**src/rtl/cpa_pkg.sv**
```systemverilog
// Shared types, codes and constants of the compacting pool allocator.
package cpa_pkg;

    localparam int HANDLES           = 16;
    localparam int BYTE_POOL_DEPTH   = 4096;
    localparam int INT_POOL_DEPTH    = 256;
    localparam int DOUBLE_POOL_DEPTH = 256;

    localparam int FUNC_W   = 2;
    localparam int POOL_W   = 2;
    localparam int HANDLE_W = 4;
    localparam int COUNT_W  = 13;
    localparam int STATUS_W = 3;
    localparam int OFFSET_W = 12;
    localparam int ROOM_W   = 13;
    localparam int NPOOLS   = 3;

    typedef enum logic [FUNC_W-1:0] {
        FN_ALLOC  = 2'd0,
        FN_FREE   = 2'd1,
        FN_ROOM   = 2'd2,
        FN_OFFSET = 2'd3
    } cpa_func_t;

    typedef enum logic [POOL_W-1:0] {
        POOL_BYTE   = 2'd0,
        POOL_INT    = 2'd1,
        POOL_DOUBLE = 2'd2,
        POOL_BAD    = 2'd3
    } cpa_pool_t;

    typedef enum logic [STATUS_W-1:0] {
        ST_OK        = 3'd0,
        ST_EXHAUSTED = 3'd1,
        ST_LIVE      = 3'd2,
        ST_NOT_LIVE  = 3'd3,
        ST_BAD_POOL  = 3'd4
    } cpa_status_t;

    typedef struct packed {
        logic load;
        logic exec;
        logic walk;
    } cpa_cmd_t;

    typedef struct packed {
        logic walk_go;
        logic walk_last;
    } cpa_stat_t;

    function automatic logic [ROOM_W-1:0] pool_depth(input logic [POOL_W-1:0] p);
        logic [ROOM_W-1:0] d;
        case (p)
            POOL_BYTE:   d = ROOM_W'(BYTE_POOL_DEPTH);
            POOL_INT:    d = ROOM_W'(INT_POOL_DEPTH);
            POOL_DOUBLE: d = ROOM_W'(DOUBLE_POOL_DEPTH);
            default:     d = '0;
        endcase
        return d;
    endfunction

endpackage

```
**src/rtl/cpa_ctrl.sv**
```systemverilog
// Controller state machine that sequences lookup, execution and the handle walk.
module cpa_ctrl
(
    input  logic              clk,
    input  logic              rst_n,
    input  logic              start,
    input  cpa_pkg::cpa_stat_t stat,
    output cpa_pkg::cpa_cmd_t  cmd,
    output logic              busy
);

    typedef enum logic [2:0] {
        S_IDLE = 3'b001,
        S_EXEC = 3'b010,
        S_WALK = 3'b100
    } state_t;

    state_t state_reg;
    state_t state_next;

    always_ff @(posedge clk or negedge rst_n)
    begin
        if (!rst_n)
        begin
            state_reg <= S_IDLE;
        end
        else
        begin
            state_reg <= state_next;
        end
    end

    always_comb
    begin
        state_next = state_reg;
        cmd        = '0;
        unique case (state_reg)
            S_IDLE:
            begin
                if (start)
                begin
                    cmd.load   = 1'b1;
                    state_next = S_EXEC;
                end
            end
            S_EXEC:
            begin
                cmd.exec   = 1'b1;
                state_next = stat.walk_go ? S_WALK : S_IDLE;
            end
            S_WALK:
            begin
                cmd.walk = 1'b1;
                if (stat.walk_last)
                begin
                    state_next = S_IDLE;
                end
            end
            default:
            begin
                state_next = S_IDLE;
            end
        endcase
    end

    assign busy = (state_reg != S_IDLE);

endmodule

```
**src/rtl/cpa_dp.sv**
```systemverilog
// Datapath with the handle table memory, live bits, pool rooms and result registers.
module cpa_dp
(
    input  logic                            clk,
    input  logic                            rst_n,
    input  cpa_pkg::cpa_cmd_t               cmd,
    input  logic [cpa_pkg::FUNC_W-1:0]      func,
    input  logic [cpa_pkg::POOL_W-1:0]      pool,
    input  logic [cpa_pkg::HANDLE_W-1:0]    handle,
    input  logic [cpa_pkg::COUNT_W-1:0]     alloc_count,
    output cpa_pkg::cpa_stat_t              stat,
    output logic                            done,
    output logic [cpa_pkg::STATUS_W-1:0]    status,
    output logic [cpa_pkg::COUNT_W-1:0]     byte_count,
    output logic [cpa_pkg::OFFSET_W-1:0]    offset,
    output logic [cpa_pkg::ROOM_W-1:0]      available,
    output logic [cpa_pkg::ROOM_W-1:0]      move_from,
    output logic [cpa_pkg::OFFSET_W-1:0]    move_to,
    output logic [cpa_pkg::COUNT_W-1:0]     move_count
);

    localparam int RW = cpa_pkg::ROOM_W;
    localparam int CW = cpa_pkg::COUNT_W;
    localparam int HW = cpa_pkg::HANDLE_W;
    localparam int PW = cpa_pkg::POOL_W;

    typedef struct packed {
        logic [PW-1:0] pool;
        logic [RW-1:0] offset;
        logic [CW-1:0] count;
    } entry_t;

    entry_t                      mem [cpa_pkg::HANDLES];
    entry_t                      rdata_reg;
    logic [HW-1:0]               mem_raddr;
    logic [HW-1:0]               mem_waddr;
    entry_t                      mem_wdata;
    logic                        mem_we;

    logic [cpa_pkg::FUNC_W-1:0]  func_reg;
    logic [PW-1:0]               pool_reg;
    logic [HW-1:0]               handle_reg;
    logic [CW-1:0]               count_reg;

    logic [cpa_pkg::HANDLES-1:0] live_reg;
    logic [RW-1:0]               room_reg [cpa_pkg::NPOOLS];
    logic [HW-1:0]               idx_reg;

    logic [PW-1:0]               fr_pool_reg;
    logic [RW-1:0]               fr_off_reg;
    logic [CW-1:0]               fr_cnt_reg;

    logic                        done_reg;
    logic [cpa_pkg::STATUS_W-1:0] status_reg;
    logic [CW-1:0]               bytes_reg;
    logic [cpa_pkg::OFFSET_W-1:0] off_reg;
    logic [RW-1:0]               avail_reg;
    logic [RW-1:0]               mfrom_reg;
    logic [cpa_pkg::OFFSET_W-1:0] mto_reg;
    logic [CW-1:0]               mcount_reg;

    cpa_pkg::cpa_status_t        ex_status;
    logic [CW-1:0]               ex_bytes;
    logic [RW-1:0]               ex_off;
    logic [RW-1:0]               ex_avail;
    logic [RW-1:0]               ex_mfrom;
    logic [RW-1:0]               ex_mcount;
    logic                        ex_alloc;
    logic                        ex_free;
    logic [PW-1:0]               ex_room_pool;
    logic [RW-1:0]               ex_room_val;
    logic                        in_range;
    logic                        hok;
    logic [RW-1:0]               room_sel;
    logic [RW-1:0]               room_ent;
    logic [RW-1:0]               fill;
    logic [RW:0]                 end_sum;
    logic [RW:0]                 room_sum;
    logic                        walk_hit;

    function automatic logic [RW-1:0] room_at(input logic [PW-1:0] p,
                                              input logic [RW-1:0] r0,
                                              input logic [RW-1:0] r1,
                                              input logic [RW-1:0] r2);
        logic [RW-1:0] r;
        case (p)
            cpa_pkg::POOL_BYTE:   r = r0;
            cpa_pkg::POOL_INT:    r = r1;
            cpa_pkg::POOL_DOUBLE: r = r2;
            default:              r = '0;
        endcase
        return r;
    endfunction

    always_ff @(posedge clk)
    begin
        if (cmd.load)
        begin
            func_reg   <= func;
            pool_reg   <= pool;
            handle_reg <= handle;
            count_reg  <= alloc_count;
        end
    end

    always_comb
    begin
        if (cmd.load)
        begin
            mem_raddr = handle;
        end
        else if (cmd.exec)
        begin
            mem_raddr = '0;
        end
        else
        begin
            mem_raddr = idx_reg + HW'(1);
        end
    end

    always_ff @(posedge clk)
    begin
        if (mem_we)
        begin
            mem[mem_waddr] <= mem_wdata;
        end
        rdata_reg <= mem[mem_raddr];
    end

    assign in_range = (32'(handle_reg) < cpa_pkg::HANDLES);
    assign hok      = in_range && live_reg[handle_reg];
    assign room_sel = room_at(pool_reg, room_reg[0], room_reg[1], room_reg[2]);
    assign room_ent = room_at(rdata_reg.pool, room_reg[0], room_reg[1], room_reg[2]);

    always_comb
    begin
        ex_status    = cpa_pkg::ST_OK;
        ex_bytes     = '0;
        ex_off       = '0;
        ex_avail     = '0;
        ex_mfrom     = '0;
        ex_mcount    = '0;
        ex_alloc     = 1'b0;
        ex_free      = 1'b0;
        ex_room_pool = pool_reg;
        ex_room_val  = room_sel;
        fill         = '0;
        end_sum      = '0;
        room_sum     = '0;
        unique case (cpa_pkg::cpa_func_t'(func_reg)) inside
            cpa_pkg::FN_ALLOC, cpa_pkg::FN_ROOM:
            begin
                fill = cpa_pkg::pool_depth(pool_reg) - room_sel;
                if (pool_reg == cpa_pkg::POOL_BAD)
                begin
                    ex_status = cpa_pkg::ST_BAD_POOL;
                end
                else if (func_reg == cpa_pkg::FN_ROOM)
                begin
                    ex_avail = room_sel;
                end
                else if (!in_range)
                begin
                    ex_status = cpa_pkg::ST_NOT_LIVE;
                    ex_avail  = room_sel;
                end
                else if (live_reg[handle_reg])
                begin
                    ex_status = cpa_pkg::ST_LIVE;
                    ex_avail  = room_sel;
                end
                else if (count_reg > room_sel)
                begin
                    ex_status = cpa_pkg::ST_EXHAUSTED;
                    ex_avail  = room_sel;
                end
                else
                begin
                    ex_alloc    = 1'b1;
                    ex_off      = fill;
                    ex_room_val = room_sel - count_reg;
                    ex_avail    = room_sel - count_reg;
                    ex_bytes    = (pool_reg == cpa_pkg::POOL_BYTE) ? count_reg
                                                                   : {count_reg[CW-4:0], 3'b000};
                end
            end
            cpa_pkg::FN_FREE, cpa_pkg::FN_OFFSET:
            begin
                fill = cpa_pkg::pool_depth(rdata_reg.pool) - room_ent;
                if (!hok)
                begin
                    ex_status = cpa_pkg::ST_NOT_LIVE;
                    ex_avail  = room_sel;
                end
                else if (func_reg == cpa_pkg::FN_OFFSET)
                begin
                    ex_off   = rdata_reg.offset;
                    ex_avail = room_ent;
                end
                else
                begin
                    ex_free      = 1'b1;
                    ex_off       = rdata_reg.offset;
                    end_sum      = {1'b0, rdata_reg.offset} + {1'b0, rdata_reg.count};
                    ex_mfrom     = end_sum[RW-1:0];
                    ex_mcount    = ({1'b0, fill} > end_sum) ? fill - end_sum[RW-1:0] : '0;
                    room_sum     = {1'b0, room_ent} + {1'b0, rdata_reg.count};
                    ex_room_pool = rdata_reg.pool;
                    if (room_sum > {1'b0, cpa_pkg::pool_depth(rdata_reg.pool)})
                    begin
                        ex_room_val = cpa_pkg::pool_depth(rdata_reg.pool);
                    end
                    else
                    begin
                        ex_room_val = room_sum[RW-1:0];
                    end
                    ex_avail = ex_room_val;
                end
            end
            default:
            begin
                ex_status = cpa_pkg::ST_OK;
            end
        endcase
    end

    assign walk_hit = (idx_reg != handle_reg) && live_reg[idx_reg] &&
                      (rdata_reg.pool == fr_pool_reg) && (rdata_reg.offset > fr_off_reg);

    always_comb
    begin
        mem_we    = 1'b0;
        mem_waddr = handle_reg;
        mem_wdata = rdata_reg;
        if (cmd.exec && ex_alloc)
        begin
            mem_we         = 1'b1;
            mem_wdata.pool   = pool_reg;
            mem_wdata.offset = fill;
            mem_wdata.count  = count_reg;
        end
        else if (cmd.walk && walk_hit)
        begin
            mem_we           = 1'b1;
            mem_waddr        = idx_reg;
            mem_wdata.offset = rdata_reg.offset - fr_cnt_reg;
        end
    end

    always_ff @(posedge clk or negedge rst_n)
    begin
        if (!rst_n)
        begin
            live_reg <= '0;
            idx_reg  <= '0;
            done_reg <= 1'b0;
            for (int i = 0; i < cpa_pkg::NPOOLS; i++)
            begin
                room_reg[i] <= cpa_pkg::pool_depth(PW'(i));
            end
        end
        else
        begin
            done_reg <= cmd.exec;
            if (cmd.exec)
            begin
                idx_reg <= '0;
                if (ex_alloc)
                begin
                    live_reg[handle_reg] <= 1'b1;
                end
                if (ex_free)
                begin
                    live_reg[handle_reg] <= 1'b0;
                end
                if (ex_alloc || ex_free)
                begin
                    room_reg[ex_room_pool] <= ex_room_val;
                end
            end
            else if (cmd.walk)
            begin
                idx_reg <= idx_reg + HW'(1);
            end
        end
    end

    always_ff @(posedge clk)
    begin
        if (cmd.exec)
        begin
            status_reg  <= ex_status;
            bytes_reg   <= ex_bytes;
            off_reg     <= ex_off[cpa_pkg::OFFSET_W-1:0];
            avail_reg   <= ex_avail;
            mfrom_reg   <= ex_mfrom;
            mto_reg     <= ex_free ? ex_off[cpa_pkg::OFFSET_W-1:0] : '0;
            mcount_reg  <= ex_mcount;
            fr_pool_reg <= rdata_reg.pool;
            fr_off_reg  <= rdata_reg.offset;
            fr_cnt_reg  <= rdata_reg.count;
        end
    end

    assign stat.walk_go   = ex_free;
    assign stat.walk_last = (idx_reg == HW'(cpa_pkg::HANDLES - 1));

    assign done       = done_reg;
    assign status     = status_reg;
    assign byte_count = bytes_reg;
    assign offset     = off_reg;
    assign available  = avail_reg;
    assign move_from  = mfrom_reg;
    assign move_to    = mto_reg;
    assign move_count = mcount_reg;

endmodule

```
**src/rtl/compacting_pool_allocator_core.sv**
```systemverilog
// Top level of the compacting pool allocator: controller plus datapath.
//
//  Channel   Handshake          Word
//  command   start / busy       func, pool, handle, alloc_count
//  result    done (one cycle)   status, byte_count, offset, available,
//                               move_from, move_to, move_count
//
// A command is taken when start is high and busy is low; done shows its
// result once state_reg enters S_EXEC and done_reg registers cmd.exec. Busy
// stays high in S_EXEC only; a successful free adds the S_WALK walk over
// the handle table memory, one entry per cycle. Reset clears all handles and
// fills every pool's room; the result side never stalls.
module compacting_pool_allocator_core
(
    input  logic                            clk,
    input  logic                            rst_n,
    input  logic                            start,
    output logic                            busy,
    input  logic [cpa_pkg::FUNC_W-1:0]      func,
    input  logic [cpa_pkg::POOL_W-1:0]      pool,
    input  logic [cpa_pkg::HANDLE_W-1:0]    handle,
    input  logic [cpa_pkg::COUNT_W-1:0]     alloc_count,
    output logic                            done,
    output logic [cpa_pkg::STATUS_W-1:0]    status,
    output logic [cpa_pkg::COUNT_W-1:0]     byte_count,
    output logic [cpa_pkg::OFFSET_W-1:0]    offset,
    output logic [cpa_pkg::ROOM_W-1:0]      available,
    output logic [cpa_pkg::ROOM_W-1:0]      move_from,
    output logic [cpa_pkg::OFFSET_W-1:0]    move_to,
    output logic [cpa_pkg::COUNT_W-1:0]     move_count
);

    cpa_pkg::cpa_cmd_t  cmd;
    cpa_pkg::cpa_stat_t stat;

    cpa_ctrl u_ctrl
    (
        .clk   (clk),
        .rst_n (rst_n),
        .start (start),
        .stat  (stat),
        .cmd   (cmd),
        .busy  (busy)
    );

    cpa_dp u_dp
    (
        .clk         (clk),
        .rst_n       (rst_n),
        .cmd         (cmd),
        .func        (func),
        .pool        (pool),
        .handle      (handle),
        .alloc_count (alloc_count),
        .stat        (stat),
        .done        (done),
        .status      (status),
        .byte_count  (byte_count),
        .offset      (offset),
        .available   (available),
        .move_from   (move_from),
        .move_to     (move_to),
        .move_count  (move_count)
    );

endmodule

```
**config.mk**
```make
export PLATFORM = sky130hd
export DESIGN_NAME = compacting_pool_allocator_core
export DESIGN_NICKNAME = d
export VERILOG_FILES = /design/src/rtl/cpa_pkg.sv /design/src/rtl/cpa_ctrl.sv /design/src/rtl/cpa_dp.sv /design/src/rtl/compacting_pool_allocator_core.sv
export SDC_FILE = /design/constraint.sdc
export NUM_CORES = 1
export LEC_CHECK = 0
export ABC_AREA = 1
export BUFFER_PORTS_ARGS = -buffer_cell sky130_fd_sc_hd__buf_2
export CORE_MARGIN = 3
export CORE_UTILIZATION = 50
export CTS_BUF_LIST = sky130_fd_sc_hd__clkbuf_2 sky130_fd_sc_hd__clkbuf_4 sky130_fd_sc_hd__clkbuf_8
export CTS_CLUSTER_SIZE = 25
export DETAILED_ROUTE_END_ITERATION = 7
export PLACE_DENSITY = 0.66
export SYNTH_ARGS = -nofsm -noshare
export SYNTH_HDL_FRONTEND = slang
export SYNTH_SLANG_ARGS = --single-unit
```
**constraint.sdc**
```tcl
create_clock -name clk -period 16.85 [get_ports clk]
set_clock_uncertainty 0.2 [all_clocks]
set_input_delay 0.8425 -clock clk [delete_from_list [all_inputs] [get_ports clk]]
set_output_delay 0.8425 -clock clk [all_outputs]
set_load 0.05 [all_outputs]
```
==> impl_results.md, run 1 <==
* First-pass GRT wire length at 129 mm
* Peak VDD IR at 0.106 mV
* CTS tree: done
* Clk slew on worst S/H paths at 0.06 ns
* Max-slew violations at 0
* Critical Path Source Type: flop
* TritonCTS buffer count at 103
* Cell area after synthesis at 32000 µm²
* Layout area overhead at 11.0%
* I/O Pins at 105
* Die Span X at 259 µm
* Seq/Total Area, Yosys at 60.7%
* Critical Path Max Stage Delay at 1.03 ns
* R2R depth at 22
* CP Buf/Inv Count at 6
* Ys async rst share at 9.45%
* Routed vias/inst at 5.53
* Setup Buffers After CTS at 0
* Largest net degree at the start of global routing at 128
* Achievable Freq at 149 MHz
* Slew margin rel. at 8.74%
* GP Congestion at 0.976
* Most frequent CP cell: nand2_1
* CTS Sinks at 667
* Htree depth at 3
* Post-synthesis mux area share at 0.0313%
* TritonRoute pass-1 iters at 7
* Simple-gate share of the synthesized area at 14.2%
* Slowest-stage cell, CP: nor2_4
* Layout cell share with drive strength beyond 1 at 11.6%
* Kind of end point of the critical path: flop
* Largest family of logic cells by synthesized area: simple AND/OR/NAND/NOR gates
* Via Count at 23273
* Routed wire length at 85.0 mm
* Synth warn at 0
* Max-Cap Viols at 0
* Tot GR Track Use at 25.1%
* Yosys reg bits at 667
* RSZ-0062 raised after global routing: false
* Row count at 92
* Crit-path max FO at 38
* Vias in the first global route at 21976
* Final setup violating endpoints at 0
* Hold WS at 0.0947 ns
* Data required, critical path at 16.98 ns
* Syn Inst Count at 3180
* Hold buffer count at CTS at 0
* Starting DRC count in detailed routing at 2197
* Critical path's top delay family: simple AND/OR/NAND/NOR gates
* Worst slew pin tran at 1.37 ns
* Critical path depth at 22
* Power Density at 155 nW/µm²
* Kind of critical path: flop to flop
* Post-DP HPWL at 55.7 mm
* NumNets Final at 3395
* Ys flop type: edfxtp_1
* Core Box Area at 63200 µm²
* Fraction of the mapped netlist area in adder cells at 3.89%
* Antenna violations before repair at 3
* Die height at 259 µm
* Final TNS setup at 0 ns
* DIE AREA at 67100 µm²
* Hold-critical path depth at 1
* Crit path DAT at 6.84 ns
* Post-CTS sizing at 0
* Avg Synthesized Cell Area at 10.1 µm²
* Syn Nets at 3301
* Max clock buf depth at 3
* Status: finished, final reports clean
* Worst hold path type: input port to flop
* Residual DRC at 0
* Skew-Pair Late Insertion Delay at 0.72 ns
* Period utilisation layout at 39.8%
* Library cells used by synthesis at 58
* Compound-Gate Fraction of Synth Area at 12.5%
* Final-report hold violation count at 0
* GRT overflow at 0
* Crit-path cells: inv_1, ha_1, buf_4, nand2_1, nand3_1, nand2_1, inv_1, ha_1, nand2_1, o21ai_1, a21o_1, a21oi_1, nand3b_1, nand2_1, inv_1, nor2_2, inv_2, nor2_4, inv_2, nand2_2, nand3_1, nor2_4
* Xor-xnor portion of the synthesized cell area at 1.53%
* I/O Buffers at 104
* Routed len/inst at 20.2 µm
* DRT antenna net count at 0
* EDFF count, synth at 576
* Leakage at 14.9 nW
* Initial Utilization at 50.6%
* Final worst path period need at 6.71 ns
* Max reg flops at 448
* Clk root buf: clkbuf_8
metrics by stage:
stage	worst slack [ns]	total power, mW	instances	utilization, %	cell area [µm²]
detailed placement	10.22	4.10	4014	52.7	33300
CTS	10.21	5.51	4209	56.2	35500
global route	9.73	5.82	4211	56.2	35500
floorplan	4.18	3.53	3180	-	32000
global placement	10.43	4.05	4014	52.7	33300
finish	10.14	5.51	4211	56.2	35500
cell type report:
| type | instances | area (µm²) |
|---|---|---|
| antenna | 1 | 2.50 |
| sequential | 667 | 19400 |
| timing repair buffer | 132 | 737 |
| inverter | 438 | 1660 |
| tap | 846 | 1060 |
| fill | 5387 | 27700 |
| multi-input combinational | 1932 | 10400 |
| clock buffer | 147 | 1820 |
| clock inverter | 48 | 364 |
power by group:
part	switching (mW)	internal (mW)	total, mW
logic	1.33	0.563	1.89
registers	0.130	2.08	2.21
clock network	0.654	0.755	1.41
cells in the mapped netlist (all sizes together) (24+ instances only):
library cell	number	area (µm²)
nand2	689	2610
edfxtp	576	17300
inv	436	1650
o21ai	268	1360
a21oi	261	1320
nand3	221	1120
nor2	135	596
o211ai	102	766
ha	93	1160
clkbuf	76	285
buf	67	353
dfrtp	59	1480
xor2	40	350
dfxtp	28	561
o221ai	24	210
metal layers:
metal | global-route usage [%] | vias to the layer above | share of wire (%)
met4 | 9.68 | 0 | 3.6
met3 | 4.19 | 188 | 7.0
met5 | 0 | - | 0
met2 | 40.1 | 941 | 46
met1 | 34.5 | 11007 | 43
li1 | - | 11137 | -
layout by cell type, fill, tap and decap left out, drive strengths merged, types with 6 or more instances in the layout:
cell    count
nand2     689
edfxtp    576
inv       442
o21ai     268
a21oi     261
nand3     221
clkbuf    148
nor2      135
buf       131
o211ai    102
ha         93
dfrtp      59
xor2       40
clkinv     37
dfxtp      28
o221ai     24
xnor2      16
nor3       12
a211oi     10
nand4      10
o22ai       9
or2         6
worst paths after layout:
| path | startpoint | endpoint | slack (ns) |
|---|---|---|---|
| worst max register to register | u_dp.pool_reg[0] | u_dp.mem[1][8] | 10.14 |
| worst min register to register | u_dp.room_reg[38] | u_dp.room_reg[38] | 0.29 |
| max in group asynchronous | rst_n | u_dp.room_reg[28] | 15.73 |
| worst max-delay path | u_dp.pool_reg[0] | u_dp.mem[1][8] | 10.14 |
| min in group asynchronous | rst_n | u_dp.live_reg[8] | 0.10 |
| worst min-delay path | alloc_count[3] | u_dp.count_reg[3] | 0.09 |
logic make-up (layout without fill, tap and decap cells):
kind of cell / Yosys count / in the layout
other cells: 0 / 1
flops: 667 / 667
compound gates: 699 / 699
xor+xnor: 56 / 56
simple gates: 1079 / 1079
buf+inv: 581 / 765
fa+ha+maj: 97 / 97
mux: 1 / 1
worst reg2reg max path, cell delays in order (launching register included):
cell and delay [ns]:
edfxtp_1 0.44, inv_1 0.11, ha_1 0.20, buf_4 0.24, nand2_1 0.11, nand3_1 0.10
nand2_1 0.22, inv_1 0.13, ha_1 0.37, nand2_1 0.07, o21ai_1 0.19, a21o_1 0.15
a21oi_1 0.10, nand3b_1 0.17, nand2_1 0.09, inv_1 0.06, nor2_2 0.15, inv_2 0.14
nor2_4 0.76, inv_2 0.48, nand2_2 0.42, nand3_1 0.40, nor2_4 1.03
(Power assumes the default switching activity.)
==> run 2, diff against run 1 <==
- PLACE_DENSITY: 0.66 -> 0.69
- clock period: 16.85 -> 5.7 ns (I/O delays scaled with it)
==> run 2 against run 1 <==
Worst hold slack got worse by 0.0083 ns. Cell count increased by 1.8%. Design area increased by 2.8%. Via count up 3.1%. Global-route usage rose by 1.2 points. Routed wire length increased by 4.4%. Critical path depth grew 7. Sequential share of layout area shrank 1.5 points. Critical path type unchanged. Critical endpoint is now u_dp.available[0]. Highest routed layer unchanged.
==> impl_results.md, run 2 (same netlist as run 1, synthesis figures left out) <==
* RSZ-0062 raised after global routing: false
* I/O Pins at 105
* Final core utilization at 57.8%
* Final Cell Area at 36500 µm²
* Area occupied by registers at 19400 µm²
* Max-Cap Viols at 0
* Worst slew pin tran at 1.20 ns
* TritonRoute pass-1 iters at 8
* Post-DP HPWL at 57.8 mm
* Crit path from: u_dp.rdata_reg[27]
* Final worst path period need at 5.13 ns
* Kind of end point of the critical path: flop
* Data required, critical path at 6.03 ns
* Residual DRC at 0
* Kind of critical path: flop to flop
* Layout area overhead at 14.1%
* Power Density at 458 nW/µm²
* Critical path depth at 29
* DIE AREA at 67100 µm²
* Row count at 92
* Max-slew violations at 0
* Tot GR Track Use at 26.3%
* Critical Path Source Type: flop
* Via Count at 23993
* Slowest-stage cell, CP: dfxtp_1
* Fill count at 5292
* TritonCTS buffer count at 109
* Crit-path max FO at 13
* Critical path's top delay family: simple AND/OR/NAND/NOR gates
* Final TNS setup at 0 ns
* Crit path DAT at 5.45 ns
* Commonest cells after routing, fill and taps aside: 683 x nand2_1, 576 x edfxtp_1, 421 x inv_1
* Max clock buf depth at 3
* Area of the multi-input gates at 10500 µm²
* NumNets Final at 3465
* First-pass GRT wire length at 135 mm
* Die Span X at 259 µm
* Clk root buf: clkbuf_8
* Reg-to-Reg Start: u_dp.rdata_reg[27]
* CP Buf/Inv Count at 3
* Htree depth at 3
* GRT overflow at 0
* Starting DRC count in detailed routing at 2464
* Period utilisation layout at 90.0%
* Achievable Freq at 195 MHz
* Peak VDD IR at 0.298 mV
* Final worst slack at 0.571 ns
* CTS Sinks at 667
* Max reg flops at 448
* CTS tree: done
* Largest net degree at the start of global routing at 168
* Worst reg2reg setup slack at 0.57 ns
* Pre-CTS setup slack at 0.493 ns
* Crit path to: u_dp.available[0]
* Most frequent CP cell: nand2_1
* GP Congestion at 1.00
* Final setup violating endpoints at 0
* I/O Buffers at 104
* Final-report hold violation count at 0
* DRT antenna net count at 0
* Reg-to-reg critical path endpoint: u_dp.available[0]
* Leakage at 15.4 nW
* Slew margin rel. at 19.8%
* Routed wire length at 88.7 mm
* Skew-Pair Late Insertion Delay at 0.73 ns
* Vias in the first global route at 22690
* Initial Utilization at 50.6%
* Most common cell after layout, fill and taps aside: nand2_1
* Die height at 259 µm
* Clk slew on worst S/H paths at 0.06 ns
* R2R depth at 29
* Worst hold path type: input port to flop
* DP Area at 33900 µm²
* Pwr Total at 16.7 mW
* Status: finished, final reports clean
* Core Box Area at 63200 µm²
* Antenna violations before repair at 2
* Routed vias/inst at 5.60
* Critical Path Max Stage Delay at 0.44 ns
* Routed len/inst at 20.7 µm
* Layout cell share with drive strength beyond 1 at 13.1%
* Setup Buffers After CTS at 0
## run 2: changes by cell type in the layout (fill, tap and decap cells not counted), sizes merged
cell | before | now
clkinv | 37 | 12
clkinvlp | 4 | 3
dlygate4sd3 | 0 | 23
inv | 442 | 440
buf | 131 | 173
clkbuf | 148 | 184
diode | 1 | 2
## run 2: power breakdown
| part | total (mW) | switching [mW] | internal (mW) |
|---|---|---|---|
| combinational | 5.76 | 4.00 | 1.76 |
| clock | 4.47 | 1.91 | 2.56 |
| sequential | 6.49 | 0.365 | 6.13 |
| total | 16.7 | 6.27 | 10.4 |
## run 2: timing repair
item	4_1_cts	5_1_grt
resized for setup	0	2
endpoints found under the hold margin	83	0
endpoints found under the setup margin	0	25
hold buffers	23	0
## run 2: final cells by class
| cell class | count | area share, % |
|---|---|---|
| well taps | 846 | 2.90 |
| diodes | 2 | 0.0137 |
| flip-flops and latches | 667 | 53.2 |
| multi-input cells | 1932 | 28.7 |
| clock inverters | 20 | 0.600 |
| inverters | 438 | 4.55 |
| clock buffers | 184 | 5.98 |
| repair buffers | 196 | 4.06 |
## run 2: worst min-delay path by stage
| stage | startpoint | slack, ns | end | cells past startpoint |
|---|---|---|---|---|
| 2_1_floorplan | rst_n | -0.21 | u_ctrl.state_reg[1] | 0 |
| 3_3_place_gp | func[0] | 0.26 | u_dp.func_reg[0] | 1 |
| 3_5_place_dp | alloc_count[0] | 0.26 | u_dp.count_reg[0] | 1 |
| 4_1_cts | alloc_count[12] | 0.02 | u_dp.count_reg[12] | 2 |
| 5_1_grt | alloc_count[6] | 0.03 | u_dp.count_reg[6] | 2 |
| 6_report | alloc_count[0] | 0.09 | u_dp.count_reg[0] | 2 |
## run 2: metrics by stage
step,std cells,hold slack (ns)
6_report,4285,0.0864
5_1_grt,4285,0.0325
4_1_cts,4283,0.0197
3_5_place_dp,4056,0.263
3_3_place_gp,4056,0.263
2_1_floorplan,3180,-0.211
## run 2: per-layer routing
layer / track usage [%] / wire length, µm / up-vias
li1: - / - / 11284
met2: 40.7 / 39900 / 1020
met4: 9.41 / 3170 / 0
met1: 37.3 / 38400 / 11467
met5: 0 / 0 / -
met3: 5.14 / 7310 / 222
